[config.mk]
export PLATFORM = sky130hd
export DESIGN_NAME = four_channel_pi_valve_controller
export DESIGN_NICKNAME = d
export VERILOG_FILES = /design/src/design/fcpv_pkg.sv /design/src/design/four_channel_pi_valve_controller.sv
export SDC_FILE = /design/constraint.sdc
export NUM_CORES = 2
export LEC_CHECK = 0
export ABC_AREA = 1
export BUFFER_PORTS_ARGS = -buffer_cell sky130_fd_sc_hd__buf_4
export CORE_MARGIN = 8
export CORE_UTILIZATION = 24
export CTS_CLUSTER_SIZE = 24
export DETAILED_ROUTE_END_ITERATION = 10
export GPL_TIMING_DRIVEN = 0
export PLACE_DENSITY_LB_ADDON = 0.3
export SLEW_MARGIN = 20
export SYNTH_ARGS = -nofsm -noshare
export SYNTH_HDL_FRONTEND = slang
export SYNTH_SLANG_ARGS = --single-unit
[constraint.sdc]
create_clock -name clk -period 7.1 [get_ports clk]
set_clock_uncertainty 0.05 [all_clocks]
set_input_delay 1.42 -clock clk [delete_from_list [all_inputs] [get_ports clk]]
set_output_delay 1.42 -clock clk [all_outputs]
set_load 0.02 [all_outputs]
[src/design/fcpv_pkg.sv]
// Shared constants for the four-channel PI valve controller.
// Holds stream widths, register indexes and parameter defaults; no dependencies.
package fcpv_pkg;

	// stream payload widths
	localparam int CH_W        = 2;
	localparam int HEIGHT_W    = 16;
	localparam int GAIN_W      = 24;
	localparam int DUTY_W      = 14;
	localparam int DRIVE_W     = 18;
	localparam int ERR_W       = 17;
	localparam int S_TDATA_W   = 32;
	localparam int M_TDATA_W   = 48;
	localparam int CFG_INDEX_W = 3;

	// gain register file
	localparam int                     NUM_GAIN_CH = 4;
	localparam logic [CFG_INDEX_W-1:0] REG_KP0     = 3'd0;
	localparam logic [CFG_INDEX_W-1:0] REG_KITS0   = 3'd4;

	// Q16 unity and duty ceiling
	localparam int ONE_Q16  = 65536;
	localparam int DUTY_TOP = 16383;

	// parameter defaults
	localparam int CHANNELS_DEF  = 4;
	localparam int DEAD_ZONE_DEF = 10;
	localparam int PWM_MIN_DEF   = 3000;
	localparam int PWM_MAX_DEF   = 10000;

endpackage

[src/design/four_channel_pi_valve_controller.sv]
// Four-channel velocity-form PI valve controller, top level.
// Each item is taken in IDLE and steps through LOAD, P, I, SUM, CLAMP, DUTY and FIN;
// a single shared 25x18 multiplier is used for the P term, the I term and the duty
// scaling in turn under a small sequencer, and no new item is taken until FIN ends.
// Reset (arst_n low, asynchronous) clears gains, per-channel error and drive.
// Depends on fcpv_pkg.
module four_channel_pi_valve_controller #(
	parameter int CHANNELS  = fcpv_pkg::CHANNELS_DEF,
	parameter int DEAD_ZONE = fcpv_pkg::DEAD_ZONE_DEF,
	parameter int PWM_MIN   = fcpv_pkg::PWM_MIN_DEF,
	parameter int PWM_MAX   = fcpv_pkg::PWM_MAX_DEF
) (
	input  logic                                clk,
	input  logic                                arst_n,
	// configuration write port
	input  logic                                cfg_we,
	input  logic [fcpv_pkg::CFG_INDEX_W-1:0]    cfg_index,
	input  logic [fcpv_pkg::GAIN_W-1:0]         cfg_data,
	// input items
	input  logic                                s_tvalid,
	output logic                                s_tready,
	input  logic [fcpv_pkg::S_TDATA_W-1:0]      s_tdata,  // set_height[15:0], actual_height[31:16]
	input  logic [fcpv_pkg::CH_W-1:0]           s_tuser,  // channel[1:0]
	// result items
	output logic                                m_tvalid,
	input  logic                                m_tready,
	output logic [fcpv_pkg::M_TDATA_W-1:0]      m_tdata,  // raise_pwm[13:0], sink_pwm[27:14],
	                                                      // drive[45:28], zero[47:46]
	output logic [fcpv_pkg::CH_W-1:0]           m_tuser   // out_channel[1:0]
);
	import fcpv_pkg::*;

	localparam int IDX_W = (CHANNELS > 1) ? $clog2(CHANNELS) : 1;
	localparam int SPAN  = PWM_MAX - PWM_MIN;
	localparam bit SPAN_NEG = (SPAN < 0);
	localparam logic signed [24:0] SPAN_ABS = 25'((SPAN < 0) ? -SPAN : SPAN);
	localparam logic signed [19:0] PMIN     = 20'(PWM_MIN);
	localparam logic signed [19:0] DTOP     = 20'(DUTY_TOP);
	localparam logic signed [ERR_W-1:0] DZ  = ERR_W'(DEAD_ZONE);
	localparam logic signed [43:0] POS_ONE  = 44'(ONE_Q16);
	localparam logic signed [43:0] NEG_ONE  = -44'(ONE_Q16);

	typedef enum logic [2:0] {
		S_IDLE, S_LOAD, S_P, S_I, S_SUM, S_CLAMP, S_DUTY, S_FIN
	} state_t;

	state_t state_q;

	logic [GAIN_W-1:0] kp_q   [NUM_GAIN_CH];
	logic [GAIN_W-1:0] kits_q [NUM_GAIN_CH];

	logic signed [ERR_W-1:0]   last_error_q [CHANNELS];
	logic signed [DRIVE_W-1:0] last_drive_q [CHANNELS];

	logic [CH_W-1:0]           ch_q;
	logic [HEIGHT_W-1:0]       set_q;
	logic [HEIGHT_W-1:0]       act_q;
	logic                      bad_q;
	logic signed [ERR_W-1:0]   e_q;
	logic signed [DRIVE_W-1:0] diff_q;
	logic signed [42:0]        prod_q;
	logic signed [43:0]        acc_q;
	logic signed [DRIVE_W-1:0] y_q;

	logic                      m_tvalid_q;
	logic [DUTY_W-1:0]         raise_q;
	logic [DUTY_W-1:0]         sink_q;
	logic signed [DRIVE_W-1:0] drive_q;
	logic [CH_W-1:0]           out_ch_q;

	logic [IDX_W-1:0]          idx;
	logic signed [ERR_W-1:0]   e_raw;
	logic signed [ERR_W-1:0]   e_dz;
	logic signed [24:0]        mul_a;
	logic signed [DRIVE_W-1:0] mul_b;
	logic signed [42:0]        mul_p;
	logic signed [DRIVE_W-1:0] y_mag;
	logic signed [DRIVE_W-1:0] y_clamp;
	logic [16:0]               q_duty;
	logic signed [19:0]        d_sum;
	logic [DUTY_W-1:0]         d_sat;

	assign idx   = IDX_W'(ch_q);
	assign e_raw = $signed({1'b0, set_q}) - $signed({1'b0, act_q});
	assign e_dz  = (e_raw < DZ && e_raw > -DZ) ? '0 : e_raw;
	assign y_mag = y_q[DRIVE_W-1] ? -y_q : y_q;

	// shared multiplier operand select
	always_comb begin
		mul_a = '0;
		mul_b = '0;
		case (state_q)
			S_P: begin
				mul_a = $signed({1'b0, kp_q[ch_q]});
				mul_b = diff_q;
			end
			S_I: begin
				mul_a = $signed({1'b0, kits_q[ch_q]});
				mul_b = DRIVE_W'(e_q);
			end
			S_DUTY: begin
				mul_a = SPAN_ABS;
				mul_b = y_mag;
			end
			default: begin
				mul_a = '0;
				mul_b = '0;
			end
		endcase
	end

	assign mul_p = 43'(mul_a) * 43'(mul_b);

	always_comb begin
		if (acc_q >= POS_ONE) begin
			y_clamp = DRIVE_W'(ONE_Q16);
		end else if (acc_q <= NEG_ONE) begin
			y_clamp = -DRIVE_W'(ONE_Q16);
		end else begin
			y_clamp = acc_q[DRIVE_W-1:0];
		end
	end

	// duty = PWM_MIN +/- |span| * |y| / 65536, truncated toward zero, saturated
	assign q_duty = prod_q[32:16];
	assign d_sum  = SPAN_NEG ? (PMIN - $signed({3'b000, q_duty}))
	                         : (PMIN + $signed({3'b000, q_duty}));
	always_comb begin
		if (d_sum < 0) begin
			d_sat = '0;
		end else if (d_sum > DTOP) begin
			d_sat = DUTY_W'(DUTY_TOP);
		end else begin
			d_sat = d_sum[DUTY_W-1:0];
		end
	end

	// gain registers
	always_ff @(posedge clk or negedge arst_n) begin
		if (!arst_n) begin
			for (int i = 0; i < NUM_GAIN_CH; i++) begin
				kp_q[i]   <= '0;
				kits_q[i] <= '0;
			end
		end else if (cfg_we) begin
			if (cfg_index >= REG_KITS0) begin
				kits_q[cfg_index[CH_W-1:0]] <= cfg_data;
			end else if (cfg_index >= REG_KP0) begin
				kp_q[cfg_index[CH_W-1:0]] <= cfg_data;
			end
		end
	end

	// sequencer, per-channel state and output register
	always_ff @(posedge clk or negedge arst_n) begin
		if (!arst_n) begin
			state_q    <= S_IDLE;
			m_tvalid_q <= 1'b0;
			for (int i = 0; i < CHANNELS; i++) begin
				last_error_q[i] <= '0;
				last_drive_q[i] <= '0;
			end
		end else begin
			// S_FIN reloads the output register itself
			if (m_tvalid_q && m_tready && state_q != S_FIN) begin
				m_tvalid_q <= 1'b0;
			end
			case (state_q)
				S_IDLE: begin
					if (s_tvalid) begin
						ch_q    <= s_tuser;
						set_q   <= s_tdata[HEIGHT_W-1:0];
						act_q   <= s_tdata[2*HEIGHT_W-1:HEIGHT_W];
						bad_q   <= ({3'b000, s_tuser} >= 5'(CHANNELS));
						state_q <= S_LOAD;
					end
				end
				S_LOAD: begin
					e_q     <= e_dz;
					diff_q  <= DRIVE_W'(e_dz) - DRIVE_W'(last_error_q[idx]);
					state_q <= S_P;
				end
				S_P: begin
					prod_q  <= mul_p;
					state_q <= S_I;
				end
				S_I: begin
					acc_q   <= 44'(last_drive_q[idx]) + 44'(prod_q);
					prod_q  <= mul_p;
					state_q <= S_SUM;
				end
				S_SUM: begin
					acc_q   <= acc_q + 44'(prod_q);
					state_q <= S_CLAMP;
				end
				S_CLAMP: begin
					y_q <= bad_q ? '0 : y_clamp;
					if (!bad_q) begin
						last_error_q[idx] <= e_q;
						last_drive_q[idx] <= y_clamp;
					end
					state_q <= S_DUTY;
				end
				S_DUTY: begin
					prod_q  <= mul_p;
					state_q <= S_FIN;
				end
				S_FIN: begin
					// hold until the output register is free
					if (!m_tvalid_q || m_tready) begin
						m_tvalid_q <= 1'b1;
						out_ch_q   <= ch_q;
						drive_q    <= y_q;
						raise_q    <= (bad_q || y_q[DRIVE_W-1]) ? '0 : d_sat;
						sink_q     <= (!bad_q && y_q[DRIVE_W-1]) ? d_sat : '0;
						state_q    <= S_IDLE;
					end
				end
				default: begin
					state_q <= S_IDLE;
				end
			endcase
		end
	end

	assign s_tready = (state_q == S_IDLE);
	assign m_tvalid = m_tvalid_q;
	assign m_tuser  = out_ch_q;
	assign m_tdata  = {2'b00, drive_q, sink_q, raise_q};

endmodule
==> results.sh <==
export IMPL_synth_area_sq_um=42400
export IMPL_fin_crit_sh_pct=101
export IMPL_core_sq_um=176000
export IMPL_hold_start="kp_q[19]"
export IMPL_layout_common_cells="nand2_1, inv_1, o21ai_0"
export IMPL_hold_viol=0
export IMPL_leakage_nw=24.7
export IMPL_status="finished with violations"
export IMPL_hold_class="register to register"
export IMPL_cts_max_path_buffers=3
export IMPL_critPathArrivalTime_ps=7480
export IMPL_drt_total_wl_um=157000
export IMPL_io_pins=118
export IMPL_period_needed_ps=7160
export IMPL_dpl_cell_count=7509
export IMPL_drv_slew=0
export IMPL_postRouteAntennaNets=0
export IMPL_cp_required_ps=7420
export IMPL_slew_headroom_pct=29.9
export IMPL_fin_nets=6037
export IMPL_gp_congestion=0.916
export IMPL_cts_max_level=3
export IMPL_hold_path_end="kp_q[19]"
export IMPL_synthToLayoutAreaGrowth_pct=24.3
export IMPL_numCtsBuffers=70
export IMPL_fin_cells=7789
export IMPL_hpwl_um=122000
export IMPL_vias=35900
export IMPL_clk_pin_slew_ps=60
export IMPL_reg2reg_slack_ps=-60
export IMPL_synth_warnings=0
export IMPL_grt_usage_pct=15.9
export IMPL_worst_pin_slew_ps=1050
export IMPL_avgSynthCellArea_sq_um=8.42
export IMPL_max_freq_mhz=140
export IMPL_worst_setup_path_type="register to register"
export IMPL_insertion_delay_ps=690
export IMPL_synth_top_flop_cell="dfrtp_1"
export IMPL_timing_critical_path_buf_inv=6
export IMPL_p_sw_w=0.0120
export IMPL_internal_power_w=0.0127
export IMPL_grt_antenna_before_repair=3
export IMPL_fin_ws_ps=-64.7
export IMPL_rows=154
export IMPL_r2r_start="y_q[0]"
export IMPL_cts_tree="yes"
export IMPL_peakVddDrop_mv=0.435
export IMPL_r2r_end="prod_q[42]"
export IMPL_fin_util_pct=30.0
export IMPL_worstRegToRegCells=31
export IMPL_drt_iter0_drc=3094
export IMPL_synth_edff_count=222
export IMPL_rsz0062_at_grt="yes"
export IMPL_grt_pass1_vias=36000
export IMPL_crit_slowest_cell="fa_2"
export IMPL_cts_hold_buf=0
export IMPL_grt_max_degree=96
export IMPL_slowest_delay_ps=630
export IMPL_die_area_sq_um=190000
export IMPL_violations="setup timing"
export IMPL_hold_path_cell_count=2
export IMPL_finalSetupViolCount=3
export IMPL_critPathMaxFanout=5
export IMPL_drc=0
export IMPL_maxCapViolCount=0
export IMPL_cp_end_kind="register"
export IMPL_wl_per_cell_um=20.1
export IMPL_ys_seq_area_share_pct=35.6
export IMPL_clkPwrFrac_pct=15.0
export IMPL_cp_top_family="adder cells"
export IMPL_clockRootBuffer="clkbuf_16"
export IMPL_layout_commonest_cell="nand2_1"
export IMPL_fp_dieH_um=436
export IMPL_initial_core_util_pct=24.1
export IMPL_synthArstFlopShare_pct=60.2
export IMPL_placed_area_sq_um=46600
export IMPL_drtPass1Iterations=7
export IMPL_die_x_um=436
export IMPL_grt_ovfl_total=0
export IMPL_viasPerCell=4.60
export IMPL_critPathLaunchType="register"
export IMPL_port_buffers=115
export IMPL_stdcell_area_sq_um=52700
export IMPL_pwr_share_seq_pct=21.1
export IMPL_clock_sinks=558
export IMPL_switching_share_pct=48.6
export IMPL_syn_inst=5033
export IMPL_synth_seq_cells=558
export IMPL_drive_gt1_share_pct=15.7
export IMPL_share_comb_of_total_power_pct=63.9
export IMPL_ys_types=58
export IMPL_finalPower_w=0.0248
export IMPL_power_density_nw_per_um2=470
export IMPL_grt_pass1_wl_um=232000
worst max-delay path by stage:
stage | from | endpoint | depth (start not counted)
global route | y_q[0] | prod_q[40] | 33
finish | y_q[0] | prod_q[42] | 31
detailed placement | ch_q[1] | prod_q[42] | 30
CTS | ch_q[1] | prod_q[38] | 33
floorplan | state_q[0] | prod_q[42] | 31
global placement | arst_n | sink_q[1] | 3
power by group through the flow:
| stage | logic, W | clock network (W) | registers (W) |
|---|---|---|---|
| 3_3_place_gp | 0.0126 | 0 | 0.00531 |
| 2_1_floorplan | 0.00794 | 0 | 0.00510 |
| 5_1_grt | 0.0173 | 0.00391 | 0.00531 |
| 3_5_place_dp | 0.0127 | 0 | 0.00528 |
| 4_1_cts | 0.0146 | 0.00381 | 0.00522 |
| 6_report | 0.0158 | 0.00371 | 0.00523 |
cell usage after synthesis (16+ instances only):
| cell type | n | area [sq um] |
|---|---|---|
| a21oi_1 | 188 | 941 |
| o21ai_0 | 407 | 2040 |
| buf_2 | 59 | 295 |
| dfrtp_1 | 336 | 8410 |
| a22oi_1 | 81 | 608 |
| nor4_1 | 21 | 131 |
| nand4_1 | 46 | 288 |
| nand3_1 | 125 | 626 |
| fa_1 | 355 | 7110 |
| nor2_1 | 332 | 1250 |
| inv_1 | 865 | 3250 |
| ha_1 | 225 | 2820 |
| clkbuf_1 | 106 | 398 |
| xnor2_1 | 38 | 333 |
| o21bai_1 | 17 | 128 |
| a21o_1 | 16 | 120 |
| edfxtp_1 | 222 | 6670 |
| xor2_1 | 64 | 561 |
| a31oi_1 | 23 | 144 |
| nor3_1 | 17 | 85.1 |
| nand2_1 | 1327 | 4980 |
| inv_2 | 16 | 60.1 |
final cells by class:
cell class	instances	area [sq um]
tap	2340	2930
clock buffer	85	1870
antenna	2	5.00
inverter	884	3340
multi-input combinational	3405	24800
timing repair buffer	286	2600
buffer	186	1540
sequential	558	15100
clock inverter	43	536
fill	18700	123000
per-stage QoR:
stage	setup slack [ps]	setup TNS, ps	hold WS, ps
after floorplan	238	0	376
after global placement	-5740	-736590	413
after detailed placement	-2150	-50710	416
after CTS	-11.2	-17.1	432
after global routing	-264	-2710	444
final	-64.7	-130	433
kinds of logic after synthesis:
| logic type | synth area share, % |
|---|---|
| AOI/OAI and AO/OA | 10.7 |
| xor gates and xnor gates | 2.17 |
| adders and majority gates | 23.4 |
| buffers and inverters | 9.79 |
| DFF | 35.6 |
| other | 0.00885 |
| and+or+nand+nor | 18.3 |
worst register-to-register path, delay by kind of cell, from the launching register on:
kind,cells,cell delay [ps]
adders and majority gates,8,3680
and+or+nand+nor,10,1010
AOI/OAI and AO/OA,6,960
buffers and inverters,6,620
DFF,1,440
xor gates and xnor gates,1,160
sequential cells by signal, indices dropped and copies added, names as in the netlist:
register,flops
m_tvalid,1
diff_q,18
prod_q,43
m_tuser,2
last_error_q,68
kits_q,96
drive_q,18
last_drive_q,72
sink_q,14
raise_q,14
set_q,16
kp_q,96
e_q,17
ch_q,2
state_q,3
act_q,16
y_q,18
acc_q,44
layer usage:
metal | vias up | wire [um] | global-route usage, %
met5 | - | 0 | 0
met4 | 0 | 6280 | 5.65
met3 | 266 | 8980 | 2.23
met2 | 1101 | 73800 | 26.6
met1 | 17900 | 67500 | 21.0
li1 | 16600 | - | -
what timing repair did:
action                     CTS  global route
setup endpoints to repair   35            26
pin swaps                   73            78
gates cloned                 3             2
buffers inserted            96            50
resized for setup          459           212
No activity file was read; power rests on OpenSTA's default activity.
